File: src/rtd_pkg.sv
package rtd_pkg;

   localparam int ADC_BITS      = 12;
   localparam int TABLE_ENTRIES = 51;
   localparam int SUM_W         = 20;
   localparam int CNT_W         = 9;
   localparam int TEMP_W        = 9;
   localparam int IDX_W         = $clog2(TABLE_ENTRIES);
   localparam int DIFF_W        = 8;
   localparam int PROD_W        = DIFF_W + 3;
   localparam int STEP_INT      = 5;
   localparam int STEP_W        = $clog2(SUM_W);
   localparam int QUEUE_DEPTH   = 4;
   localparam int QPTR_W        = $clog2(QUEUE_DEPTH);

   localparam logic [CNT_W-1:0]         DEFAULT_COUNT = 9'd200;
   localparam logic [CNT_W-1:0]         MAX_COUNT     = 9'd256;
   localparam logic [ADC_BITS-1:0]      ADC_FULL      = {ADC_BITS{1'b1}};
   localparam logic signed [TEMP_W-1:0] MIN_TEMP      = -9'sd70;
   localparam logic signed [TEMP_W-1:0] MAX_TEMP      = 9'sd180;

   localparam logic [ADC_BITS-1:0] ROM_ADC [TABLE_ENTRIES] = '{
      12'd1719, 12'd1746, 12'd1773, 12'd1799, 12'd1825, 12'd1850, 12'd1874, 12'd1899,
      12'd1923, 12'd1946, 12'd1969, 12'd1991, 12'd2013, 12'd2035, 12'd2048, 12'd2067,
      12'd2086, 12'd2106, 12'd2124, 12'd2143, 12'd2160, 12'd2178, 12'd2195, 12'd2212,
      12'd2229, 12'd2245, 12'd2261, 12'd2277, 12'd2292, 12'd2307, 12'd2322, 12'd2337,
      12'd2351, 12'd2365, 12'd2379, 12'd2392, 12'd2406, 12'd2419, 12'd2432, 12'd2444,
      12'd2456, 12'd2469, 12'd2480, 12'd2492, 12'd2503, 12'd2515, 12'd2526, 12'd2536,
      12'd2547, 12'd2558, 12'd2568
   };

   typedef struct packed {
      logic              fire;
      logic [SUM_W-1:0]  sum;
      logic [CNT_W-1:0]  count;
   } job_type;

   typedef enum logic [1:0] {
      BACK_IDLE,
      BACK_DIV,
      BACK_SEARCH,
      BACK_INTERP
   } back_state_type;

   function automatic logic [ADC_BITS-1:0] rom_adc(input logic [IDX_W-1:0] idx);
      logic [ADC_BITS-1:0] val;
      val = '0;
      if (int'(idx) < TABLE_ENTRIES) begin
         val = ROM_ADC[idx];
      end
      return val;
   endfunction

endpackage

File: src/rtd_average_lut_interpolate_top.sv
// RTD sample averaging with piecewise-linear temperature lookup.
// Input queue side: present a 12-bit ADC sample on req_adc_sample with
// req_push; the word is taken on a clock edge where req_full is low.
// Result queue side: while rsp_empty is low the oldest result word is on
// rsp_reported_temp, rsp_temperature_c, rsp_average_adc, rsp_average_ready;
// raise rsp_pop to take it. One result word per sample, in order.
// csr_write_enable / csr_write_data set the samples per average (0 acts
// as 1, above 256 acts as 256); write only while the block is idle.
// A sample that does not close an average passes the job queue and the
// output register, one word per cycle while the back end is idle and the
// receiver takes results. A closing sample goes through the bit-serial
// sum/count divider, then the segment search walks the 51-entry table one
// entry a cycle, then the BACK_INTERP state interpolates. A 4-word queue
// sits between accumulator and back end, so samples keep flowing meanwhile.
// Reset (synchronous, active high) clears sum, counter, held values and
// both queues, and sets the count to 200. If the receiver stalls, results
// hold in the output register, the queue fills and req_full rises.
module rtd_average_lut_interpolate_top (
   input  logic                                clock,
   input  logic                                reset,
   input  logic                                req_push,
   output logic                                req_full,
   input  logic [rtd_pkg::ADC_BITS-1:0]        req_adc_sample,
   output logic                                rsp_empty,
   input  logic                                rsp_pop,
   output logic signed [rtd_pkg::TEMP_W-1:0]   rsp_reported_temp,
   output logic signed [rtd_pkg::TEMP_W-1:0]   rsp_temperature_c,
   output logic [rtd_pkg::ADC_BITS-1:0]        rsp_average_adc,
   output logic                                rsp_average_ready,
   input  logic                                csr_write_enable,
   input  logic [rtd_pkg::CNT_W-1:0]           csr_write_data
);

   logic             job_push;
   logic             job_full;
   logic             job_pop;
   logic             job_empty;
   rtd_pkg::job_type job_in;
   rtd_pkg::job_type job_out;

   rtd_front u_front (
      .clock            (clock),
      .reset            (reset),
      .req_push         (req_push),
      .req_full         (req_full),
      .req_adc_sample   (req_adc_sample),
      .csr_write_enable (csr_write_enable),
      .csr_write_data   (csr_write_data),
      .job_push         (job_push),
      .job_full         (job_full),
      .job              (job_in)
   );

   rtd_queue u_queue (
      .clock     (clock),
      .reset     (reset),
      .push      (job_push),
      .full      (job_full),
      .push_data (job_in),
      .pop       (job_pop),
      .empty     (job_empty),
      .pop_data  (job_out)
   );

   rtd_back u_back (
      .clock             (clock),
      .reset             (reset),
      .job_valid         (!job_empty),
      .job               (job_out),
      .job_pop           (job_pop),
      .rsp_empty         (rsp_empty),
      .rsp_pop           (rsp_pop),
      .rsp_reported_temp (rsp_reported_temp),
      .rsp_temperature_c (rsp_temperature_c),
      .rsp_average_adc   (rsp_average_adc),
      .rsp_average_ready (rsp_average_ready)
   );

endmodule

File: src/rtd_front.sv
module rtd_front (
   input  logic                         clock,
   input  logic                         reset,
   input  logic                         req_push,
   output logic                         req_full,
   input  logic [rtd_pkg::ADC_BITS-1:0] req_adc_sample,
   input  logic                         csr_write_enable,
   input  logic [rtd_pkg::CNT_W-1:0]    csr_write_data,
   output logic                         job_push,
   input  logic                         job_full,
   output rtd_pkg::job_type             job
);

   logic [rtd_pkg::CNT_W-1:0] count_cfg_ff, count_cfg_in;
   logic [rtd_pkg::SUM_W-1:0] sum_ff, sum_in;
   logic [rtd_pkg::CNT_W-1:0] counter_ff, counter_in;
   logic [rtd_pkg::CNT_W-1:0] eff;
   logic [rtd_pkg::SUM_W-1:0] sum_next;
   logic [rtd_pkg::CNT_W-1:0] counter_next;
   logic                      fire;

   assign req_full = job_full;
   assign job_push = req_push && !job_full;

   always_comb begin
      priority if (count_cfg_ff == '0) begin
         eff = rtd_pkg::CNT_W'(1);
      end else if (count_cfg_ff > rtd_pkg::MAX_COUNT) begin
         eff = rtd_pkg::MAX_COUNT;
      end else begin
         eff = count_cfg_ff;
      end
   end

   always_comb begin
      sum_next     = sum_ff + rtd_pkg::SUM_W'(req_adc_sample);
      counter_next = counter_ff + rtd_pkg::CNT_W'(1);
      fire         = counter_next >= eff;
      job.fire     = fire;
      job.sum      = sum_next;
      job.count    = eff;
      count_cfg_in = csr_write_enable ? csr_write_data : count_cfg_ff;
      sum_in       = sum_ff;
      counter_in   = counter_ff;
      if (job_push) begin
         sum_in     = fire ? '0 : sum_next;
         counter_in = fire ? '0 : counter_next;
      end
   end

   always_ff @(posedge clock) begin
      if (reset) begin
         count_cfg_ff <= rtd_pkg::DEFAULT_COUNT;
         sum_ff       <= '0;
         counter_ff   <= '0;
      end else begin
         count_cfg_ff <= count_cfg_in;
         sum_ff       <= sum_in;
         counter_ff   <= counter_in;
      end
   end

endmodule

File: src/rtd_queue.sv
module rtd_queue (
   input  logic             clock,
   input  logic             reset,
   input  logic             push,
   output logic             full,
   input  rtd_pkg::job_type push_data,
   input  logic             pop,
   output logic             empty,
   output rtd_pkg::job_type pop_data
);

   rtd_pkg::job_type            data_ff [rtd_pkg::QUEUE_DEPTH];
   logic [rtd_pkg::QPTR_W-1:0]  wr_ptr_ff, wr_ptr_in;
   logic [rtd_pkg::QPTR_W-1:0]  rd_ptr_ff, rd_ptr_in;
   logic [rtd_pkg::QPTR_W:0]    count_ff, count_in;
   logic                        do_push;
   logic                        do_pop;

   assign full     = count_ff == (rtd_pkg::QPTR_W + 1)'(rtd_pkg::QUEUE_DEPTH);
   assign empty    = count_ff == '0;
   assign pop_data = data_ff[rd_ptr_ff];
   assign do_push  = push && !full;
   assign do_pop   = pop && !empty;

   always_comb begin
      wr_ptr_in = do_push ? wr_ptr_ff + rtd_pkg::QPTR_W'(1) : wr_ptr_ff;
      rd_ptr_in = do_pop ? rd_ptr_ff + rtd_pkg::QPTR_W'(1) : rd_ptr_ff;
      count_in  = count_ff + (rtd_pkg::QPTR_W + 1)'(do_push)
                  - (rtd_pkg::QPTR_W + 1)'(do_pop);
   end

   always_ff @(posedge clock) begin
      if (do_push) begin
         data_ff[wr_ptr_ff] <= push_data;
      end
   end

   always_ff @(posedge clock) begin
      if (reset) begin
         wr_ptr_ff <= '0;
         rd_ptr_ff <= '0;
         count_ff  <= '0;
      end else begin
         wr_ptr_ff <= wr_ptr_in;
         rd_ptr_ff <= rd_ptr_in;
         count_ff  <= count_in;
      end
   end

endmodule

File: src/rtd_back.sv
module rtd_back (
   input  logic                                clock,
   input  logic                                reset,
   input  logic                                job_valid,
   input  rtd_pkg::job_type                    job,
   output logic                                job_pop,
   output logic                                rsp_empty,
   input  logic                                rsp_pop,
   output logic signed [rtd_pkg::TEMP_W-1:0]   rsp_reported_temp,
   output logic signed [rtd_pkg::TEMP_W-1:0]   rsp_temperature_c,
   output logic [rtd_pkg::ADC_BITS-1:0]        rsp_average_adc,
   output logic                                rsp_average_ready
);

   rtd_pkg::back_state_type              state_ff, state_in;
   logic [rtd_pkg::CNT_W-1:0]            rem_ff, rem_in;
   logic [rtd_pkg::SUM_W-1:0]            quo_ff, quo_in;
   logic [rtd_pkg::CNT_W-1:0]            div_ff, div_in;
   logic [rtd_pkg::STEP_W-1:0]           step_ff, step_in;
   logic [rtd_pkg::ADC_BITS-1:0]         avg_ff, avg_in;
   logic [rtd_pkg::IDX_W-1:0]            idx_ff, idx_in;
   logic signed [rtd_pkg::TEMP_W-1:0]    held_temp_ff, held_temp_in;
   logic [rtd_pkg::ADC_BITS-1:0]         held_avg_ff, held_avg_in;
   logic                                 out_valid_ff, out_valid_in;
   logic signed [rtd_pkg::TEMP_W-1:0]    out_temp_ff, out_temp_in;
   logic [rtd_pkg::ADC_BITS-1:0]         out_avg_ff, out_avg_in;
   logic                                 out_ready_ff, out_ready_in;

   logic                                 slot_free;
   logic [rtd_pkg::CNT_W:0]              shifted;
   logic                                 qbit;
   logic [rtd_pkg::SUM_W-1:0]            quo_next;
   logic [rtd_pkg::IDX_W-1:0]            idx_next;
   logic [rtd_pkg::ADC_BITS-1:0]         seg_lo;
   logic [rtd_pkg::ADC_BITS-1:0]         seg_hi;
   logic [rtd_pkg::DIFF_W-1:0]           seg_d;
   logic [rtd_pkg::DIFF_W-1:0]           seg_x;
   logic [rtd_pkg::PROD_W-1:0]           prod;
   logic [2:0]                           frac_q;
   logic                                 exact;
   logic signed [rtd_pkg::TEMP_W-1:0]    base;
   logic [2:0]                           adj;
   logic signed [rtd_pkg::TEMP_W-1:0]    interp_temp;
   logic signed [rtd_pkg::TEMP_W-1:0]    fin_temp;
   logic                                 finish;

   assign rsp_empty         = !out_valid_ff;
   assign rsp_temperature_c = out_temp_ff;
   assign rsp_reported_temp = out_temp_ff + rtd_pkg::TEMP_W'(1);
   assign rsp_average_adc   = out_avg_ff;
   assign rsp_average_ready = out_ready_ff;
   assign slot_free         = !out_valid_ff || rsp_pop;

   always_comb begin
      shifted  = {rem_ff, quo_ff[rtd_pkg::SUM_W-1]};
      qbit     = shifted >= {1'b0, div_ff};
      quo_next = {quo_ff[rtd_pkg::SUM_W-2:0], qbit};
      idx_next = idx_ff + rtd_pkg::IDX_W'(1);
   end

   always_comb begin
      seg_lo = rtd_pkg::rom_adc(idx_ff);
      seg_hi = rtd_pkg::rom_adc(idx_next);
      seg_d  = rtd_pkg::DIFF_W'(seg_hi - seg_lo);
      seg_x  = rtd_pkg::DIFF_W'(avg_ff - seg_lo);
      prod   = rtd_pkg::PROD_W'(seg_x) * rtd_pkg::PROD_W'(rtd_pkg::STEP_INT);
      frac_q = '0;
      for (int k = 1; k <= rtd_pkg::STEP_INT; k++) begin
         if (prod >= rtd_pkg::PROD_W'(k) * rtd_pkg::PROD_W'(seg_d)) begin
            frac_q = frac_q + 3'd1;
         end
      end
      exact = prod == rtd_pkg::PROD_W'(frac_q) * rtd_pkg::PROD_W'(seg_d);
      base  = rtd_pkg::MIN_TEMP
              + $signed(rtd_pkg::TEMP_W'(idx_ff) * rtd_pkg::TEMP_W'(rtd_pkg::STEP_INT));
      adj   = frac_q + 3'((base < 0) && !exact);
      interp_temp = base + $signed(rtd_pkg::TEMP_W'(adj));
   end

   always_comb begin
      state_in     = state_ff;
      rem_in       = rem_ff;
      quo_in       = quo_ff;
      div_in       = div_ff;
      step_in      = step_ff;
      avg_in       = avg_ff;
      idx_in       = idx_ff;
      held_temp_in = held_temp_ff;
      held_avg_in  = held_avg_ff;
      out_valid_in = out_valid_ff && !rsp_pop;
      out_temp_in  = out_temp_ff;
      out_avg_in   = out_avg_ff;
      out_ready_in = out_ready_ff;
      job_pop      = 1'b0;
      finish       = 1'b0;
      fin_temp     = interp_temp;
      unique case (state_ff)
         rtd_pkg::BACK_IDLE: begin
            if (job_valid && slot_free) begin
               job_pop = 1'b1;
               if (job.fire) begin
                  rem_in   = '0;
                  quo_in   = job.sum;
                  div_in   = job.count;
                  step_in  = '0;
                  state_in = rtd_pkg::BACK_DIV;
               end else begin
                  out_valid_in = 1'b1;
                  out_temp_in  = held_temp_ff;
                  out_avg_in   = held_avg_ff;
                  out_ready_in = 1'b0;
               end
            end
         end
         rtd_pkg::BACK_DIV: begin
            rem_in  = qbit ? rtd_pkg::CNT_W'(shifted - {1'b0, div_ff})
                           : rtd_pkg::CNT_W'(shifted);
            quo_in  = quo_next;
            step_in = step_ff + rtd_pkg::STEP_W'(1);
            if (step_ff == rtd_pkg::STEP_W'(rtd_pkg::SUM_W - 1)) begin
               avg_in   = (|quo_next[rtd_pkg::SUM_W-1:rtd_pkg::ADC_BITS])
                          ? rtd_pkg::ADC_FULL : quo_next[rtd_pkg::ADC_BITS-1:0];
               idx_in   = '0;
               state_in = rtd_pkg::BACK_SEARCH;
            end
         end
         rtd_pkg::BACK_SEARCH: begin
            priority if (avg_ff <= rtd_pkg::rom_adc('0)) begin
               finish   = 1'b1;
               fin_temp = rtd_pkg::MIN_TEMP;
            end else if (avg_ff >=
                         rtd_pkg::rom_adc(rtd_pkg::IDX_W'(rtd_pkg::TABLE_ENTRIES - 1))) begin
               finish   = 1'b1;
               fin_temp = rtd_pkg::MAX_TEMP;
            end else if (avg_ff <= seg_hi) begin
               state_in = rtd_pkg::BACK_INTERP;
            end else begin
               idx_in = idx_next;
            end
         end
         rtd_pkg::BACK_INTERP: begin
            finish = 1'b1;
         end
         default: begin
            state_in = rtd_pkg::BACK_IDLE;
         end
      endcase
      if (finish) begin
         held_temp_in = fin_temp;
         held_avg_in  = avg_ff;
         out_valid_in = 1'b1;
         out_temp_in  = fin_temp;
         out_avg_in   = avg_ff;
         out_ready_in = 1'b1;
         state_in     = rtd_pkg::BACK_IDLE;
      end
   end

   always_ff @(posedge clock) begin
      if (reset) begin
         state_ff     <= rtd_pkg::BACK_IDLE;
         held_temp_ff <= '0;
         held_avg_ff  <= '0;
         out_valid_ff <= 1'b0;
      end else begin
         state_ff     <= state_in;
         held_temp_ff <= held_temp_in;
         held_avg_ff  <= held_avg_in;
         out_valid_ff <= out_valid_in;
      end
   end

   always_ff @(posedge clock) begin
      rem_ff       <= rem_in;
      quo_ff       <= quo_in;
      div_ff       <= div_in;
      step_ff      <= step_in;
      avg_ff       <= avg_in;
      idx_ff       <= idx_in;
      out_temp_ff  <= out_temp_in;
      out_avg_ff   <= out_avg_in;
      out_ready_ff <= out_ready_in;
   end

endmodule

File: config.mk
export PLATFORM = sky130hd
export DESIGN_NAME = rtd_average_lut_interpolate_top
export DESIGN_NICKNAME = d
export VERILOG_FILES = /design/src/rtd_pkg.sv /design/src/rtd_average_lut_interpolate_top.sv /design/src/rtd_front.sv /design/src/rtd_queue.sv /design/src/rtd_back.sv
export SDC_FILE = /design/constraint.sdc
export NUM_CORES = 1
export LEC_CHECK = 0
export BUFFER_PORTS_ARGS = -buffer_cell sky130_fd_sc_hd__buf_4
export CORE_MARGIN = 5
export CORE_UTILIZATION = 49
export CTS_BUF_LIST = sky130_fd_sc_hd__clkbuf_16
export DETAILED_ROUTE_END_ITERATION = 6
export PLACE_DENSITY = 0.65
export SLEW_MARGIN = 10
export SYNTH_ARGS = -nofsm -noshare
export SYNTH_HDL_FRONTEND = slang
export SYNTH_SLANG_ARGS = --single-unit
export TNS_END_PERCENT = 10
File: constraint.sdc
create_clock -name clock -period 14.98 [get_ports clock]
set_input_delay 2.247 -clock clock [delete_from_list [all_inputs] [get_ports clock]]
set_output_delay 2.247 -clock clock [all_outputs]
set_load 0.01 [all_outputs]
==> results by group <==
Synthesis
  – Yosys reg bits: 274
  – Syn_nets: ~1900
  – Main synth FF type: edfxtp_1
  – Synth Area per Inst: between 10 and 15 sq um
  – Cell taking the most area after synthesis: edfxtp_1
  – Mapped Cells: about 1700
  – Synth Warn #: 0
  – Top post-synthesis cells by area: edfxtp_1 34%, ha_1 13%, dfxtp_1 8.1%, mux4_2 4.2%, nand2_1 3.5%
  – Adder-Cell Fraction of Synth Area: 0.154
  – Synth unique cells: 91
  – Post-synthesis mux area share: 0.0661
  – Synth Area in XOR/XNOR: 0.0535
  – Post-synth top area share: 0.339
  – Fraction of registers with async set or reset after synthesis: 0
  – Seq/Total Area, Yosys: 0.420
  – Simple-gate share of the synthesized area: 0.132
  – Post-Syn Area: between 15000 and 20000 sq um
  – Post-synth EDFFs: just over 200
  – Largest family of logic cells by synthesized area: adder cells
  – Compound-Gate Fraction of Synth Area: 0.134

Clock tree
  – Postcts setup bufs: 0
  – CTS Sinks: around 270
  – Clk buf depth: 3
  – Register clock-pin slew on the reported worst setup and hold paths: 60 ps
  – Cells resized by post-CTS repair: 0
  – Hold-fix buffers at CTS: 0
  – Num CTS Buffers: 30
  – Clock root cell: clkbuf_16
  – CTS tree: yes
  – Htree depth: 1
  – Clock Latency Late Sink: 590 ps

Final layout
  – Share of post-route cells with drive strength above 1: 0.125
  – Post-layout net count: 2000
  – N_diodes: 0
  – Final instance area: 19900 sq um
  – Area grow syn2layout: 11.1%
  – Final Core Density: 0.547

Worst hold path
  – Hold Path Class: flip-flop to flip-flop

Setup path
  – Worst EP required: between 15000 and 20000 ps
  – Most used cell, CP: ha_1
  – Slowest stage delay, CP: ~760 ps
  – CP max-delay cell: edfxtp_1
  – CP Capture Type: flip-flop
  – Arr. time, crit path: between 10000 and 15000 ps
  – Maximum fanout along the worst path: 18
  – Worst path bufs/invs: 4
  – Critical path's top delay family: adder cells
  – Startpoint class of the critical path: flip-flop
  – Setup CP Type: flip-flop to flip-flop

Die
  – Io pins: between 50 and 60
  – Core Area: 36300 sq um
  – Placement row count: 70
  – Starting density of the core: 0.492
  – Die height: 201 microns
  – Die area: 40400 sq um
  – Die W: approximately 200 microns

STA
  – Max Slew Vio Count: 0
  – Fin crit period: 13780 ps
  – Fmax achieved: 72.6 MHz
  – TNS Setup: 0 ps
  – Fin Hold WS: 448 ps
  – Final setup fails: 0
  – RSZ-0062 raised after global routing: no
  – Max-slew headroom: 0.207
  – Layout Skew: 19.6 ps
  – Worst-Margin Slew: 1190 ps
  – Final worst path period share: 0.920
  – Number of hold violations in the final report: 0

Global route
  – Gr ovfl total: 0
  – Global-route wire length before repair: 68300 microns
  – Vias in the first global route: 12800
  – Initial antenna violation count: 0
  – Largest net degree at the start of global routing: 54
  – Gr usage total: 0.204

Route
  – Wirelength per Cell: 18.5 microns
  – Number of nets with antenna violations after routing: 0
  – Via count: 12900
  – DRT Pass-1 Iters: 5
  – DRC viols: 0
  – Detailed Route WL: 41800 microns
  – DR iter-0 viols: 772
  – Vias per std cell: 5.71

Run
  – Max-Cap Viols: 0

Place
  – Port buffer count: 58
  – DP Area: between 15000 and 20000 sq um
  – Routability cong.: 0.934
  – Final HPWL DP: 30000 microns

Run status
  – Outcome: finished, final reports clean
## path summary, 6_finish.rpt
check	from	to	slack (ps)	cells after the start
worst max-delay path	u_back.idx_ff[1]	u_back.held_temp_ff[8]	1200	55
worst min-delay path	u_back.rsp_average_ready	u_back.rsp_average_ready	450	2
worst max register to register	u_back.idx_ff[1]	u_back.held_temp_ff[8]	1200	55
worst min register to register	u_back.rsp_average_ready	u_back.rsp_average_ready	450	2
## stage by stage
step / cells / setup slack (ps)
CTS: 2257 / 1270
floorplan: 1710 / 2910
finish: 2257 / 1200
detailed placement: 2201 / 1350
global placement: 2201 / 1830
global route: 2257 / 210
## kinds of logic after synthesis
group                    after synthesis
AND/OR/NAND/NOR                      491
AO/OA/AOI/OAI                        371
flip-flops                           274
adder cells (fa/ha/maj)              209
buffers and inverters                185
XOR/XNOR                             106
multiplexers                          74
## placed cells by master (no fill, tap or decap), types with 9 or more instances in the layout
cell type	instances
edfxtp_1	202
ha_1	190
nand2_1	168
inv_1	115
a21oi_1	107
nor2_1	103
buf_4	92
o21ai_0	71
dfxtp_1	71
xnor2_1	69
nand3_1	39
a21o_1	37
xor2_1	34
mux4_2	33
clkbuf_16	30
o21a_1	29
nor3_1	28
mux2i_1	26
and2_1	26
nor2b_1	25
a211oi_1	20
nand2b_1	19
fa_1	19
and3_1	15
or2_2	14
o211ai_1	13
a31oi_1	13
mux2_2	12
clkinv_1	10
or3_1	9
o21bai_1	9
## cells in the mapped netlist (all sizes together) (8+ instances only)
library cell and count:
mux2 14, nor2b 26, or2 16, o21ai 78
and3 16, mux2i 27, dfxtp 72, inv 112
o21bai 10, o211ai 14, and2 27, nand2b 19
fa 19, xnor2 71, buf 16, ha 190
o21a 29, a31oi 13, clkbuf 53, nand3 39
edfxtp 202, a211oi 20, nand2 168, mux4 33
or3 9, xor2 34, nor2 107, nor3 28
a21oi 107, nor4 8, a21o 37
## layout make-up
cell class	instances	area, sq um
multi-input combinational	1251	9680
clock buffer	30	751
timing repair buffer	92	691
fill	3200	16500
inverter	116	438
clock inverter	26	224
tap	468	586
sequential	274	7510
## tightest hold or removal path, delay by kind of cell (launching register included)
family        cells  cell delay (ps)
simple gates      2               90
flops             1              310
## flip-flops by register name (all words and copies together), names as in the netlist, 12 cells and up, named ones only
signal                  flops
u_queue.data_ff           120
u_back.quo_ff              20
u_back.held_avg_ff         12
u_back.rsp_average_adc     12
u_front.sum_ff             20
u_back.avg_ff              12
## layer usage
layer | global-route usage | wire (microns) | vias to the layer above | share of wire
li1 | - | - | 6296 | -
met1 | 0.274 | 18600 | 6203 | 0.44
met2 | 0.353 | 20200 | 317 | 0.48
met3 | 0.0278 | 2070 | 63 | 0.049
met4 | 0.0519 | 1010 | 0 | 0.024
met5 | 0 | 0 | - | 0
Power is not shown: default switching activity piles up to over one toggle a cycle in this logic, so the estimate is an artifact.
